`src/design/int_arith_overflow_to_real_macros.svh`:
```
// Assertion helpers used by the RTL files.
`ifndef INT_ARITH_OVERFLOW_TO_REAL_MACROS_SVH
`define INT_ARITH_OVERFLOW_TO_REAL_MACROS_SVH

// Same-cycle implication, checked on every rising edge outside reset.
`define IAOTR_ASSERT_IMP(lbl, ante, cons, msg) \
    lbl: assert property (@(posedge clk) disable iff (!rst_n) (ante) |-> (cons)) \
        else $error(msg);

// Next-cycle implication, checked on every rising edge outside reset.
`define IAOTR_ASSERT_NXT(lbl, ante, cons, msg) \
    lbl: assert property (@(posedge clk) disable iff (!rst_n) (ante) |=> (cons)) \
        else $error(msg);

`endif

```
`src/design/iaotr_pkg.sv`:
```
`default_nettype none

package iaotr_pkg;

    // Operation codes of a request.
    localparam logic [2:0] OP_ADD  = 3'd0;
    localparam logic [2:0] OP_SUB  = 3'd1;
    localparam logic [2:0] OP_MUL  = 3'd2;
    localparam logic [2:0] OP_IDIV = 3'd3;
    localparam logic [2:0] OP_MOD  = 3'd4;
    localparam logic [2:0] OP_ABS  = 3'd5;
    localparam logic [2:0] OP_NEG  = 3'd6;
    localparam logic [2:0] OP_ID   = 3'd7;

    // Result status codes.
    localparam logic [1:0] ST_INT   = 2'd0;
    localparam logic [1:0] ST_REAL  = 2'd1;
    localparam logic [1:0] ST_UNDEF = 2'd2;

    // IEEE single exponent bias.
    localparam int EXP_BIAS = 127;

    typedef struct packed {
        logic [2:0]         req_type;
        logic signed [31:0] operand_a;
        logic signed [31:0] operand_b;
    } req_t;

    typedef struct packed {
        logic [1:0]         status;
        logic signed [31:0] int_value;
        logic [31:0]        real_bits;
    } rsp_t;

    // Control that rides along the divider stages.
    typedef struct packed {
        logic valid;
        logic is_div;
        logic is_mod;
        logic undef;
        logic qneg;
        logic rneg;
    } div_tag_t;

endpackage

`default_nettype wire

```
`src/design/iaotr_cvt.sv`:
```
`default_nettype none

// Integer magnitude to IEEE single, three stages: coarse normalize,
// fine normalize, round and pack. The integer part of the result rides along.
module iaotr_cvt #(
    parameter int MAG_W = 64
) (
    input  wire logic            clk,
    input  wire logic            en,
    input  wire iaotr_pkg::rsp_t pass_in,
    input  wire logic            sign_in,
    input  wire logic [MAG_W-1:0] mag_in,
    output iaotr_pkg::rsp_t      pass_out
);

    localparam int LZ_W  = $clog2(MAG_W);
    localparam int SPLIT = LZ_W / 2;
    localparam logic [7:0] EXP_TOP = 8'(MAG_W - 1 + iaotr_pkg::EXP_BIAS);

    iaotr_pkg::rsp_t  p1_reg, p2_reg, p3_reg;
    logic             s1_reg, s2_reg;
    logic [MAG_W-1:0] n1_reg, n2_reg;
    logic [LZ_W-1:0]  lz1_reg, lz2_reg;

    logic [MAG_W-1:0] n1_next, n2_next;
    logic [LZ_W-1:0]  lz1_next, lz2_next;

    // Coarse normalize: the larger shift steps.
    always_comb
    begin
        n1_next  = mag_in;
        lz1_next = '0;
        for (int k = LZ_W - 1; k >= SPLIT; k--)
        begin
            if ((n1_next >> (MAG_W - (1 << k))) == '0)
            begin
                n1_next     = n1_next << (1 << k);
                lz1_next[k] = 1'b1;
            end
        end
    end

    // Fine normalize: the remaining shift steps.
    always_comb
    begin
        n2_next  = n1_reg;
        lz2_next = lz1_reg;
        for (int k = SPLIT - 1; k >= 0; k--)
        begin
            if ((n2_next >> (MAG_W - (1 << k))) == '0)
            begin
                n2_next     = n2_next << (1 << k);
                lz2_next[k] = 1'b1;
            end
        end
    end

    // Round to nearest even and pack.
    logic [23:0] mant;
    logic        half;
    logic        sticky;
    logic        up;
    logic [24:0] mant_rnd;
    logic [7:0]  exp_b;
    iaotr_pkg::rsp_t p3_next;

    always_comb
    begin
        mant     = n2_reg[MAG_W-1 -: 24];
        half     = n2_reg[MAG_W-25];
        sticky   = |n2_reg[MAG_W-26:0];
        up       = half & (sticky | mant[0]);
        mant_rnd = {1'b0, mant} + {24'd0, up};
        exp_b    = EXP_TOP - 8'(lz2_reg) + {7'd0, mant_rnd[24]};
        p3_next  = p2_reg;
        if (p2_reg.status == iaotr_pkg::ST_REAL)
        begin
            p3_next.real_bits = {s2_reg, exp_b, mant_rnd[22:0]};
        end
        else
        begin
            p3_next.real_bits = '0;
        end
    end

    always_ff @(posedge clk)
    begin
        if (en)
        begin
            p1_reg  <= pass_in;
            s1_reg  <= sign_in;
            n1_reg  <= n1_next;
            lz1_reg <= lz1_next;
            p2_reg  <= p1_reg;
            s2_reg  <= s1_reg;
            n2_reg  <= n2_next;
            lz2_reg <= lz2_next;
            p3_reg  <= p3_next;
        end
    end

    assign pass_out = p3_reg;

endmodule

`default_nettype wire
```
`config.mk`:
```
export PLATFORM = sky130hd
export DESIGN_NAME = iaotr_cvt
export DESIGN_NICKNAME = d
export VERILOG_FILES = /design/src/design/int_arith_overflow_to_real_macros.svh /design/src/design/iaotr_pkg.sv /design/src/design/iaotr_cvt.sv
export SDC_FILE = /design/constraint.sdc
export NUM_CORES = 1
export LEC_CHECK = 0
export BUFFER_PORTS_ARGS = -buffer_cell sky130_fd_sc_hd__buf_2
export CAP_MARGIN = 10
export CORE_UTILIZATION = 45
export CTS_CLUSTER_SIZE = 24
export DETAILED_ROUTE_END_ITERATION = 16
export HOLD_SLACK_MARGIN = 0.15
export MAX_ROUTING_LAYER = met4
export PLACE_DENSITY_LB_ADDON = 0.12
export SETUP_SLACK_MARGIN = 0.2
export SLEW_MARGIN = 40
export SYNTH_ARGS = -nofsm -noshare
export SYNTH_HDL_FRONTEND = slang
export SYNTH_SLANG_ARGS = --single-unit
export TNS_END_PERCENT = 5
```
`constraint.sdc`:
```
create_clock -name clk -period 2.8 [get_ports clk]
set_clock_uncertainty 0.2 [all_clocks]
set_input_delay 0.28 -clock clk [delete_from_list [all_inputs] [get_ports clk]]
set_output_delay 0.28 -clock clk [all_outputs]
set_load 0.02 [all_outputs]
```
==> metrics.csv, run 1 <==
metric,value,unit
Mapped Area,13100,µm²
CP Max Fanout,18,
share of layout cells above drive strength 1,0.241,
Die X,173,µm
fin. max-slew vios,0,
number of port buffers,166,
Mapped Avg Cell Area,12.1,µm²
drc violations,0,
"Req. time, crit path",2.89,ns
nets,1541,
"Arr. time, crit path",2.71,ns
Max transition margin,0.533,
Clk Tree Root Cell,clkbuf_16,
Clock Path Buffers,3,
CTS HTree Levels,1,
Yosys warning count,0,
initial core utilization,0.458,
peak supply drop,0.453,mV
"top cells by count, synth","edfxtp_1, nand2_1, mux2i_1",
Crit path max-delay family,buffers and inverters,
diode count,0,
Synth cell types,52,
fmax,0.382,GHz
Synth top area share,0.624,
vias in the first global route,9049,
worst hold path class,in -> reg,
pwr dens,596,nW/µm²
final hold vios,0,
full die area,29900,µm²
placed cell areas,15000,µm²
area growth from synthesis to layout,28.8,%
grt total ovfl,0,
fin util,0.590,
Leakage,6.79,nW
max reg flops,66,
drt pass-1 iters,5,
final worst setup slack,0.182,ns
Yosys top cell by area,edfxtp_1,
Worst-Margin Slew,0.700,ns
initial antenna violation count,0,
Post-synth EDFFs,273,
Startpoint Class,input pin,
"Seq/Total Area, Yosys",0.624,
Reg2Reg Setup Slack,0.29,ns
RSZ-0062 raised after global routing,yes,
GP Congestion,0.926,
Avg WL per Cell,17.6,µm
row count,62,
CTS tree,yes,
first-pass GRT wire length,50000,µm
area of the core,28700,µm²
final setup fails,0,
syn nets,1220,
Worst Path Buf+Inv,4,
design area,16900,µm²
Post-DP HPWL,23000,µm
Final min period,2.62,ns
total CTS buffers,29,
Die Y,173,µm
crit end category,flop,
synthesis-stage register bit count,273,
clock sinks,273,
Total Wirelength,31800,µm
via density per instance,5.18,
"Top FF cell, synth",edfxtp_1,
critical path class,in -> reg,
"Async S/R FF share, synth",0,
clock slew at reported path FFs,0.06,ns
crit-path cells,dlygate4sd3_1 -> buf_2 -> or4_1 -> o211a_1 -> nor2_1 -> buf_4 -> o31ai_4 -> inv_2 -> mux2_2,
Top Ports,199,
Post-Place Worst Slack,-0.0129,ns
largest cells by area after synthesis,"edfxtp_1, mux2i_1, nand2_1",
GR Util All Layers,0.219,
status,"finished, final reports clean",
largest net degree at the start of global routing,90,
Worst-Skew Late Latency,0.55,ns
CP max stage cell,dlygate4sd3_1,
period utilisation layout,0.935,
Starting DRT DRC Count,655,
CP max stage delay,0.53,ns
Gate Count Post-Synth,1084,
"count leader, synth",edfxtp_1,
Vias,9371,
Final ANT Viol Nets,0,
number of max-cap violations,0,
[power breakdown]
group	leakage [nW]	total, mW	internal [mW]	switching [mW]
Sequential	2.69	5.07	4.93	0.144
Combinational	3.64	1.33	0.564	0.767
Clock	0.455	3.68	2.18	1.51
[cells in the final DEF (no fill, tap or decap), types with 15 or more instances in the layout]
master	instances
mux2_2	19
a22oi_1	16
dlygate4sd3_1	98
inv_1	15
a21oi_1	40
edfxtp_1	273
nor2_1	79
o21ai_0	58
mux2i_1	125
clkbuf_16	29
nand2_1	205
buf_4	75
buf_2	165
[worst register-to-register path: stages (launching register included)]
cell      delay (ns)
edfxtp_1        0.46
or2_4           0.32
a21o_4          0.27
buf_12          0.19
mux2i_1         0.35
mux2i_1         0.17
mux2_2          0.30
[kinds of logic (layout without fill, tap and decap cells)]
| group | after synthesis | after routing | synth area share |
|---|---|---|---|
| AOI/OAI and AO/OA | 178 | 178 | 0.0868 |
| adders and majority gates | 3 | 3 | 0.00286 |
| buffers and inverters | 76 | 417 | 0.0242 |
| xor gates and xnor gates | 21 | 21 | 0.0140 |
| and+or+nand+nor | 385 | 385 | 0.134 |
| muxes | 148 | 148 | 0.115 |
| DFF | 273 | 273 | 0.624 |
[metrics by stage]
step,power [mW],TNS (ns),cells,hold WS (ns)
floorplan,5.82,0,1084,0.179
detailed placement,6.37,-0.0244,1657,0.205
CTS,10.2,0,1806,0.159
global placement,6.35,-0.0367,1657,0.200
finish,10.1,0,1809,0.179
global route,10.5,0,1809,0.213
[layout make-up]
type	instances	area (µm²)
inverters	18	67.6
clock inverters	18	189
multi-input cells	735	4690
clock buffers	33	741
repair buffers	348	2560
well taps	384	480
flip-flops and latches	273	8200
fillers	2471	11800
[worst paths after layout]
| kind | from | to | cells after the start |
|---|---|---|---|
| max | mag_in[14] | n1_reg[49] | 9 |
| min | mag_in[16] | n1_reg[48] | 5 |
| max reg2reg | n1_reg[58] | n2_reg[7] | 6 |
| min reg2reg | p2_reg[43] | pass_out[43] | 0 |
[routing by layer]
layer | vias to the layer above | global-route usage | routed length [µm]
li1 | 4686 | - | -
met1 | 4298 | 0.292 | 14400
met2 | 314 | 0.340 | 14500
met3 | 73 | 0.0308 | 1580
met4 | 0 | 0.0870 | 1330
met5 | - | - | 0
[timing repair]
action	4_1_cts	5_1_grt
pin swaps	0	2
hold endpoints to repair	174	0
setup buffers	0	3
gates resized for setup	4	9
setup endpoints to repair	5	53
hold buffers	98	0
Note: power is estimated with default switching activity, not from simulation.
==> run 2: changes to the inputs <==
Clock period 2.8 ns to 3.26 ns, I/O delays scaled along.
==> run 2 against run 1 <==
Compared with the run above: non-clock buffer count is 49 lower; utilization is 1.6 points lower; sequential power is 14% lower; sequential cell count stayed put; critical path depth is 1 higher; via count is 1.3% lower; die area stayed put.
==> metrics.csv, run 2 (synthesis results as in run 1) <==
metric,value,unit
Worst-Skew Late Latency,0.54,ns
fmax,0.339,GHz
nets,1491,
CTS tree,yes,
P_sw,2.02,mW
CP Max Fanout,19,
WHS,0.199,ns
Crit path max-delay family,buffers and inverters,
share of layout cells above drive strength 1,0.209,
Avg WL per Cell,17.5,µm
Total Wirelength,30800,µm
via density per instance,5.26,
Max transition margin,0.440,
drt pass-1 iters,5,
final setup fails,0,
final worst setup slack,0.314,ns
number of max-cap violations,0,
Startpoint Class,input pin,
fin. max-slew vios,0,
Gate power share,0.131,
"most common cell after layout, fill and taps aside",edfxtp_1,
largest net degree at the start of global routing,82,
fin util,0.574,
crit-path cells,dlygate4sd3_1 -> buf_2 -> nor4_2 -> buf_4 -> and4_1 -> a31oi_1 -> o31ai_4 -> inv_6 -> a211o_1 -> dlygate4sd3_1,
pwr dens,508,nW/µm²
initial core utilization,0.458,
Final ANT Viol Nets,0,
period utilisation layout,0.904,
first-pass GRT wire length,48400,µm
final hold vios,0,
total CTS buffers,28,
Switching Fraction,0.242,
"Arr. time, crit path",3.03,ns
Post-DP HPWL,21900,µm
Vias,9248,
Clk Tree Root Cell,clkbuf_16,
Worst Path Buf+Inv,5,
fill cell count,2488,
Post-Place Worst Slack,0.250,ns
cell repeated most along the worst path,dlygate4sd3_1,
Clock Path Buffers,3,
GP Congestion,0.911,
setup TNS,0,ns
full die area,29900,µm²
total power,8.36,mW
Die X,173,µm
initial antenna violation count,0,
Leakage,6.50,nW
Starting DRT DRC Count,910,
CTS HTree Levels,1,
area of the core,28700,µm²
Final min period,2.95,ns
Top Ports,199,
peak supply drop,0.431,mV
clock sinks,273,
most frequent cells in the layout,"edfxtp_1, nand2_1, buf_2, mux2i_1, dlygate4sd3_1",
Die Y,173,µm
Worst-Margin Slew,0.840,ns
clock slew at reported path FFs,0.06,ns
worst hold path class,in -> reg,
Int Power,6.34,mW
diode count,0,
row count,62,
CP max stage delay,0.56,ns
max reg flops,66,
CP max stage cell,dlygate4sd3_1,
GR Util All Layers,0.210,
vias in the first global route,8857,
Levels on crit path,10,
Hold Path Stages,3,
clock share of power,0.347,
RSZ-0062 raised after global routing,yes,
number of port buffers,166,
drc violations,0,
"Req. time, crit path",3.34,ns
part of the power in registers,0.522,
setup repair bufs after CTS,0,
crit end category,flop,
area growth from synthesis to layout,25.3,%
critical path class,in -> reg,
grt total ovfl,0,
R2R depth,6,
status,"finished, final reports clean",
==> run 2: changes by cell type in the layout (fill, tap and decap cells not counted), moves of 2 or more <==
cell       delta
buf_4        -49
clkinv_1      +4
nor4_1        -3
bufinv_16     -2
clkinv_4      -2
nor4_2        +2
or2_2         +2
or2_4         -2
==> run 2: metrics by stage <==
step / std cells / cell area, µm²
CTS: 1759 / 16400
global route: 1759 / 16500
detailed placement: 1610 / 14600
finish: 1759 / 16500
floorplan: 1084 / 13100
global placement: 1610 / 14600
==> run 2: metal layers <==
metal / share of wire / up-vias / GRT usage
li1: - / 4579 / -
met1: 0.46 / 4305 / 0.291
met2: 0.46 / 313 / 0.325
met3: 0.053 / 51 / 0.0251
met4: 0.029 / 0 / 0.0671
met5: 0 / - / -
==> run 2: area by class of cell <==
cell class | count | area, µm² | share of cell area
clock buffer | 32 | 716 | 0.0435
multi-input combinational | 735 | 4690 | 0.285
sequential | 273 | 8200 | 0.498
timing repair buffer | 299 | 2190 | 0.133
tap | 384 | 480 | 0.0292
clock inverter | 18 | 125 | 0.00760
inverter | 18 | 72.6 | 0.00441
==> run 2: worst paths after layout <==
path,slack (ns),end,startpoint
setup reg to reg,0.36,n2_reg[61],n1_reg[60]
hold reg to reg,0.22,pass_out[37],p2_reg[37]
setup / recovery,0.31,n1_reg[63],mag_in[57]
hold / removal,0.20,n1_reg[17],mag_in[17]
==> run 2: worst reg2reg max path, cell delays in order (launching register included) <==
cell and delay [ns]:
edfxtp_1 0.49, nor2_1 0.28, a21o_2 0.65, mux2_2 0.43, a22oi_1 0.14, o21ai_0 0.15, mux2_2 0.30
==> run 2: what timing repair did <==
action	4_1_cts	5_1_grt
endpoints found under the setup margin	0	11
resized for setup	0	15
endpoints found under the hold margin	163	0
hold buffers	99	0
==> run 2: power by group through the flow <==
stage	clock network, mW	logic [mW]	registers, mW
after floorplan	0	0.535	4.46
after global placement	0	0.996	4.43
after detailed placement	0	0.999	4.44
after CTS	2.99	1.10	4.36
after global routing	3.12	1.21	4.39
final	2.90	1.10	4.36
